==> src/assert_macros.svh <==
// assertion macros for the rtl, included by svpwm_duty_generator_core
// expects signals named clk and rst in the including scope
`ifndef ASSERT_MACROS_SVH
`define ASSERT_MACROS_SVH
`ifndef NO_ASSERTIONS
`define ASSERT_ALWAYS(name, cond) \
  name: assert property (@(posedge clk) disable iff (rst) (cond)) \
    else $error("assertion failed: invariant");
`define ASSERT_IMPLIES(name, pre, post) \
  name: assert property (@(posedge clk) disable iff (rst) (pre) |-> (post)) \
    else $error("assertion failed: implication");
`else
`define ASSERT_ALWAYS(name, cond)
`define ASSERT_IMPLIES(name, pre, post)
`endif
`endif

==> src/svpwm_pkg.sv <==
// shared constants and register codes for the svpwm duty generator
// no dependencies
`default_nettype none
package svpwm_pkg;

  parameter int SVPWM_VOLTAGE_BITS = 16;
  parameter int SVPWM_PERIOD_BITS  = 16;

  localparam int LIMIT_BITS   = 16;
  localparam int QUO_BITS     = 16;
  localparam int CFG_IDX_BITS = 2;

  localparam logic [LIMIT_BITS-1:0] LIMIT_RESET = 16'd62259;
  localparam int MIN_BUS        = 26;
  localparam int INV_SQRT3_Q16  = 37837;
  localparam int SQRT3_HALF_Q16 = 56756;
  localparam int HALF_Q16       = 32768;
  localparam int ONE_Q16        = 65536;

  typedef enum logic [CFG_IDX_BITS-1:0] {
    REG_MOD_LIMIT  = 2'd0,
    REG_PWM_PERIOD = 2'd1
  } cfg_reg_t;

endpackage
`default_nettype wire

==> src/svpwm_div.sv <==
// pipelined restoring divider, one quotient bit per stage, sideband carried along
// depends on svpwm_pkg; quotient valid only when num < den * 2^QUO_BITS
`default_nettype none
module svpwm_div
  import svpwm_pkg::*;
#(
  parameter int NUM_W  = 32,
  parameter int DEN_W  = 16,
  parameter int SIDE_W = 1
) (
  input  logic                clk,
  input  logic                rst,
  input  logic                en,
  input  logic                in_valid,
  input  logic [NUM_W-1:0]    num,
  input  logic [DEN_W-1:0]    den,
  input  logic [SIDE_W-1:0]   side_in,
  output logic                out_valid,
  output logic [QUO_BITS-1:0] quo,
  output logic [SIDE_W-1:0]   side_out
);

  localparam int CW = (NUM_W > DEN_W + QUO_BITS) ? NUM_W : DEN_W + QUO_BITS;

  logic [CW-1:0]       rem  [1:QUO_BITS];
  logic [DEN_W-1:0]    dv   [1:QUO_BITS];
  logic [QUO_BITS-1:0] qb   [1:QUO_BITS];
  logic [SIDE_W-1:0]   sd   [1:QUO_BITS];
  logic                vld  [1:QUO_BITS];

  for (genvar k = 0; k < QUO_BITS; k++) begin : g_stage
    localparam int SH = QUO_BITS - 1 - k;
    logic [CW-1:0]       rem_in;
    logic [CW-1:0]       trial;
    logic [DEN_W-1:0]    den_in;
    logic [QUO_BITS-1:0] q_in;
    logic [SIDE_W-1:0]   side_i;
    logic                vld_in;
    logic                take;

    if (k == 0) begin : g_first
      assign rem_in = CW'(num);
      assign den_in = den;
      assign q_in   = '0;
      assign side_i = side_in;
      assign vld_in = in_valid;
    end else begin : g_next
      assign rem_in = rem[k];
      assign den_in = dv[k];
      assign q_in   = qb[k];
      assign side_i = sd[k];
      assign vld_in = vld[k];
    end

    assign trial = CW'(den_in) << SH;
    assign take  = (rem_in >= trial);

    always_ff @(posedge clk) begin
      if (rst) begin
        vld[k+1] <= 1'b0;
      end else if (en) begin
        vld[k+1] <= vld_in;
      end
      if (en) begin
        rem[k+1] <= take ? (rem_in - trial) : rem_in;
        dv[k+1]  <= den_in;
        qb[k+1]  <= {q_in[QUO_BITS-2:0], take};
        sd[k+1]  <= side_i;
      end
    end
  end

  assign out_valid = vld[QUO_BITS];
  assign quo       = qb[QUO_BITS];
  assign side_out  = sd[QUO_BITS];

endmodule
`default_nettype wire

==> config.mk <==
export PLATFORM = sky130hd
export DESIGN_NAME = svpwm_div
export DESIGN_NICKNAME = d
export VERILOG_FILES = /design/src/assert_macros.svh /design/src/svpwm_pkg.sv /design/src/svpwm_div.sv
export SDC_FILE = /design/constraint.sdc
export NUM_CORES = 1
export LEC_CHECK = 0
export ABC_AREA = 1
export BUFFER_PORTS_ARGS = -buffer_cell sky130_fd_sc_hd__clkbuf_2
export CORE_MARGIN = 2
export CORE_UTILIZATION = 60
export CTS_CLUSTER_SIZE = 30
export DETAILED_ROUTE_END_ITERATION = 8
export PLACE_DENSITY = 0.77
export SLEW_MARGIN = 20
export SYNTH_ARGS = -nofsm -noshare
export SYNTH_HDL_FRONTEND = slang
export SYNTH_SLANG_ARGS = --single-unit
==> constraint.sdc <==
create_clock -name clk -period 2.5 [get_ports clk]
set_clock_uncertainty 0.1 [all_clocks]
set_input_delay 0.25 -clock clk [delete_from_list [all_inputs] [get_ports clk]]
set_output_delay 0.25 -clock clk [all_outputs]
set_load 0.03 [all_outputs]
==> parameters.txt <==
Parameter                              Value

Drt
  Total wirelength of the detailed-routed design    143 mm
  Count of nets left with antenna violations after detail routing    0
  Routed vias    43990
  Via-to-Cell Ratio    5.41
  Number of detailed-route iterations in the first pass    7
  Starting DRC count in detailed routing    4366
  Routed length per instance    17.6 µm
  Residual DRC count    0

Run status
  Failing checks    negative setup slack
  Run status    complete, but fails checks

Critical path
  List of cells traversed by the critical path    inv_1 -> ha_1 -> nand2_1 -> nor2_4 -> inv_1 -> nor2_1 -> nand2_1 -> nand3_2 -> nand2_4 -> nand3_2 -> nand2_1 -> nand2_1
  Endpoint required time on the critical path    2.84 ns
  Kind of start point of the critical path    flip-flop
  Dominant cell type by count on the critical path    nand2_1
  Worst Path Buf+Inv    2
  Highest-delay cell along the critical path    edfxtp_1
  Arrival time at the worst endpoint    around 2.9 ns
  CP endpoint kind    flip-flop
  Max incr delay on CP    0.43 ns
  Setup CP Type    flip-flop to flip-flop
  Biggest fanout along the worst timing path    5
  Register-to-register path setup slack    -0.02 ns
  Gate family responsible for the most delay along the worst path    simple AND/OR/NAND/NOR gates

Timing
  Max Clock Freq    ~400 MHz
  Summed negative setup slack over all endpoints    -0.0454 ns
  Setup slack after layout    -0.0178 ns
  Crit share post-route    101%
  Shortest clock period the worst path allows after layout    2.52 ns
  Transition time at the pin with the least slew margin    0.582 ns
  RSZ-0062 raised after global routing    true
  Slew Limit Fails    0
  Fin. Hold Viols    0
  Final count of negative-setup-slack endpoints    4
  Max-slew headroom at the worst pin    60.8%

Layout
  Commonest cells after routing, fill and taps aside    2219 x nand2_1, 1083 x inv_1, 888 x edfxtp_1
  Final nets    between 7000 and 8000
  Number of non-filler instances in the completed layout    8135
  Number of antenna repair diodes    0
  Fill count    6848
  P&R area growth vs syn    16.2%
  Most common library cell in the layout ignoring fill and taps    nand2_1
  Share of final-layout standard cells stronger than drive strength 1    11.9%
  Post-route core utilization    70.1%

Hold path
  Worst hold-check path type    primary input to flip-flop

Floorplan
  Core Footprint    88100 µm²
  IO Count    71
  Initial Utilization    around 60%
  Overall die height    302 µm
  Row cnt    109
  Die Outline Area    90900 µm²
  Die outline width    302 µm

Global routing
  Overflow left after global routing    0
  Maximum number of pins on one net before global-route repair    slightly below 100
  Wire length of the first global-routing pass    222 mm
  Number of global-route vias before repair    41728
  Global Route Usage Sum    between 30 and 40%
  Antenna violations before repair    2

Clocking
  Max clock buf depth    3
  Clock sinks    888
  Clock network latency to the later pin of the worst-skew pair    0.70 ns
  CTS tree    built
  Clock buffers created by TritonCTS    94
  CTS H-tree depth    3
  Root buffer cell    clkbuf_16
  Clk pin slew, worst setup/hold paths    0.06 ns

Synth
  Number of synthesized register bits    888
  Synth area leaders    edfxtp_1 50%, nand2_1 16%, inv_1 7.7%
  Yosys warning total    0
  Syn nets    6720
  Post-Synthesis Cells    between 6000 and 7000
  Avg Inst Size Synth    8.30 µm²
  Count of flip-flops with a built-in enable after synthesis    888
  Area fraction of the dominant cell type after synthesis    between 50 and 60%
  Fraction of registers with async set/reset    0%
  Synth Flop Type    edfxtp_1
  Share of the yosys chip area belonging to registers    about 50%
  Number of unique standard cell types used by synthesis    48
  Cell area after technology mapping    between 50000 and 60000 µm²
  Library cell with the largest summed area after synthesis    edfxtp_1

Placement
  Half-perimeter wire length after detailed placement    between 100 and 150 mm
  Total instance count after detailed placement    7859
  Number of buffer cells added on primary ports    70
  Gpl congestion    0.962

Power
  Max rail drop VDD    0.000996 V
  Share of total power in sequential cells    a little over a third
  Fraction of power spent switching nets    38.8%
  Final Total Pwr    61.5 mW
  Reported leakage power    28.9 nW
  Internal cell power    ~38 mW
  Relative contribution of the clock network to total power    between 20 and 25%
  Sw Pwr    23.9 mW
  Total power divided by cell area    approximately 1000 nW/µm²
  Combinational group share of total power    40.6%

Flow run
  MaxCap Viol Count    0
metal layers:
metal  routed length, µm  share of wire (%)  vias up  GRT usage (%)
li1                    -                  -    21597              -
met1               60000                 42    20433           41.3
met2               69100                 48     1646           53.0
met3                9140                6.4      312           3.97
met4                5190                3.6        2           10.5
met5                  17              0.012        -              0
synth_stat cells, types with 3 or more instances:
| cell type | count |
|---|---|
| a21boi_0 | 3 |
| a21o_1 | 6 |
| a21oi_1 | 223 |
| a21oi_2 | 36 |
| and2_1 | 11 |
| buf_2 | 12 |
| buf_4 | 13 |
| buf_6 | 24 |
| edfxtp_1 | 888 |
| fa_1 | 15 |
| ha_1 | 256 |
| inv_1 | 1092 |
| inv_2 | 6 |
| nand2_1 | 2242 |
| nand2_2 | 28 |
| nand2_4 | 3 |
| nand2b_1 | 3 |
| nand3_1 | 392 |
| nand3_2 | 9 |
| nand3_4 | 3 |
| nand3b_1 | 51 |
| nand4_1 | 110 |
| nor2_1 | 562 |
| nor2_2 | 18 |
| nor2_4 | 3 |
| nor3_1 | 62 |
| nor3_4 | 3 |
| nor4_1 | 6 |
| o21ai_0 | 88 |
| o21ai_1 | 17 |
| o21ai_2 | 11 |
| o21bai_1 | 20 |
| or2_2 | 16 |
| xnor2_1 | 37 |
| xor2_1 | 110 |
sequential cells by signal (all words and copies together), names as in the netlist:
name	cells
qb	136
rem	480
sd	16
vld	16
dv	240
power by group through the flow:
| stage | combinational [mW] | clock (mW) | sequential, mW |
|---|---|---|---|
| 6_report | 24.9 | 14.0 | 22.5 |
| 5_1_grt | 28.0 | 14.8 | 22.7 |
| 4_1_cts | 23.6 | 14.3 | 22.4 |
| 3_5_place_dp | 23.3 | 0 | 22.6 |
| 3_3_place_gp | 22.9 | 0 | 22.6 |
| 2_1_floorplan | 16.6 | 0 | 21.5 |
logic make-up after synthesis:
kind of cell    synth area share, %
flops                          50.2
compound gates                 4.37
buf+inv                        8.72
xor+xnor                       2.42
fa+ha+maj                      6.60
simple gates                   27.7
area by class of cell:
cell class              instances  area, µm²  share of cell area (%)
flip-flops and latches        888      26700                    43.2
multi-input cells            4359      22700                    36.8
inverters                    1099       4140                    6.71
repair buffers                451       3660                    5.93
clock buffers                 111       2420                    3.91
well taps                    1165       1460                    2.36
clock inverters                62        688                    1.11
path summary, 6_finish.rpt:
kind,endpoint,cells past startpoint,start
worst max-delay path,rem[0][245]$_DFFE_PP_,12,dv[0][101]$_DFFE_PP_
worst min-delay path,rem[0][53]$_DFFE_PP_,3,num[21]
worst max register to register,rem[0][245]$_DFFE_PP_,12,dv[0][101]$_DFFE_PP_
worst min register to register,qb[0][163]$_DFFE_PP_,0,qb[0][146]$_DFFE_PP_
worst register-to-register path, delay by kind of cell (launching register included):
kind	cells	cell delay, ns
DFF	1	0.43
and+or+nand+nor	9	1.29
buffers and inverters	2	0.13
adders and majority gates	1	0.33
what timing repair did:
item,4_1_cts,5_1_grt
pin swaps,1,15
buffers inserted,4,45
gates cloned,2,2
endpoints found under the setup margin,70,310
hold buffers,50,0
gates resized for setup,12,161
hold endpoints to repair,58,0
metrics by stage:
| stage | setup slack, ns | area, µm² | hold WS [ns] |
|---|---|---|---|
| 2_1_floorplan | 0.287 | 53100 | 0.249 |
| 3_3_place_gp | -0.171 | 56800 | 0.301 |
| 3_5_place_dp | -0.182 | 56800 | 0.305 |
| 4_1_cts | -0.124 | 60500 | 0.0167 |
| 5_1_grt | -0.0462 | 61700 | 0.0236 |
| 6_report | -0.0178 | 61700 | 0.0466 |
Note: power is estimated with default switching activity, not from simulation.
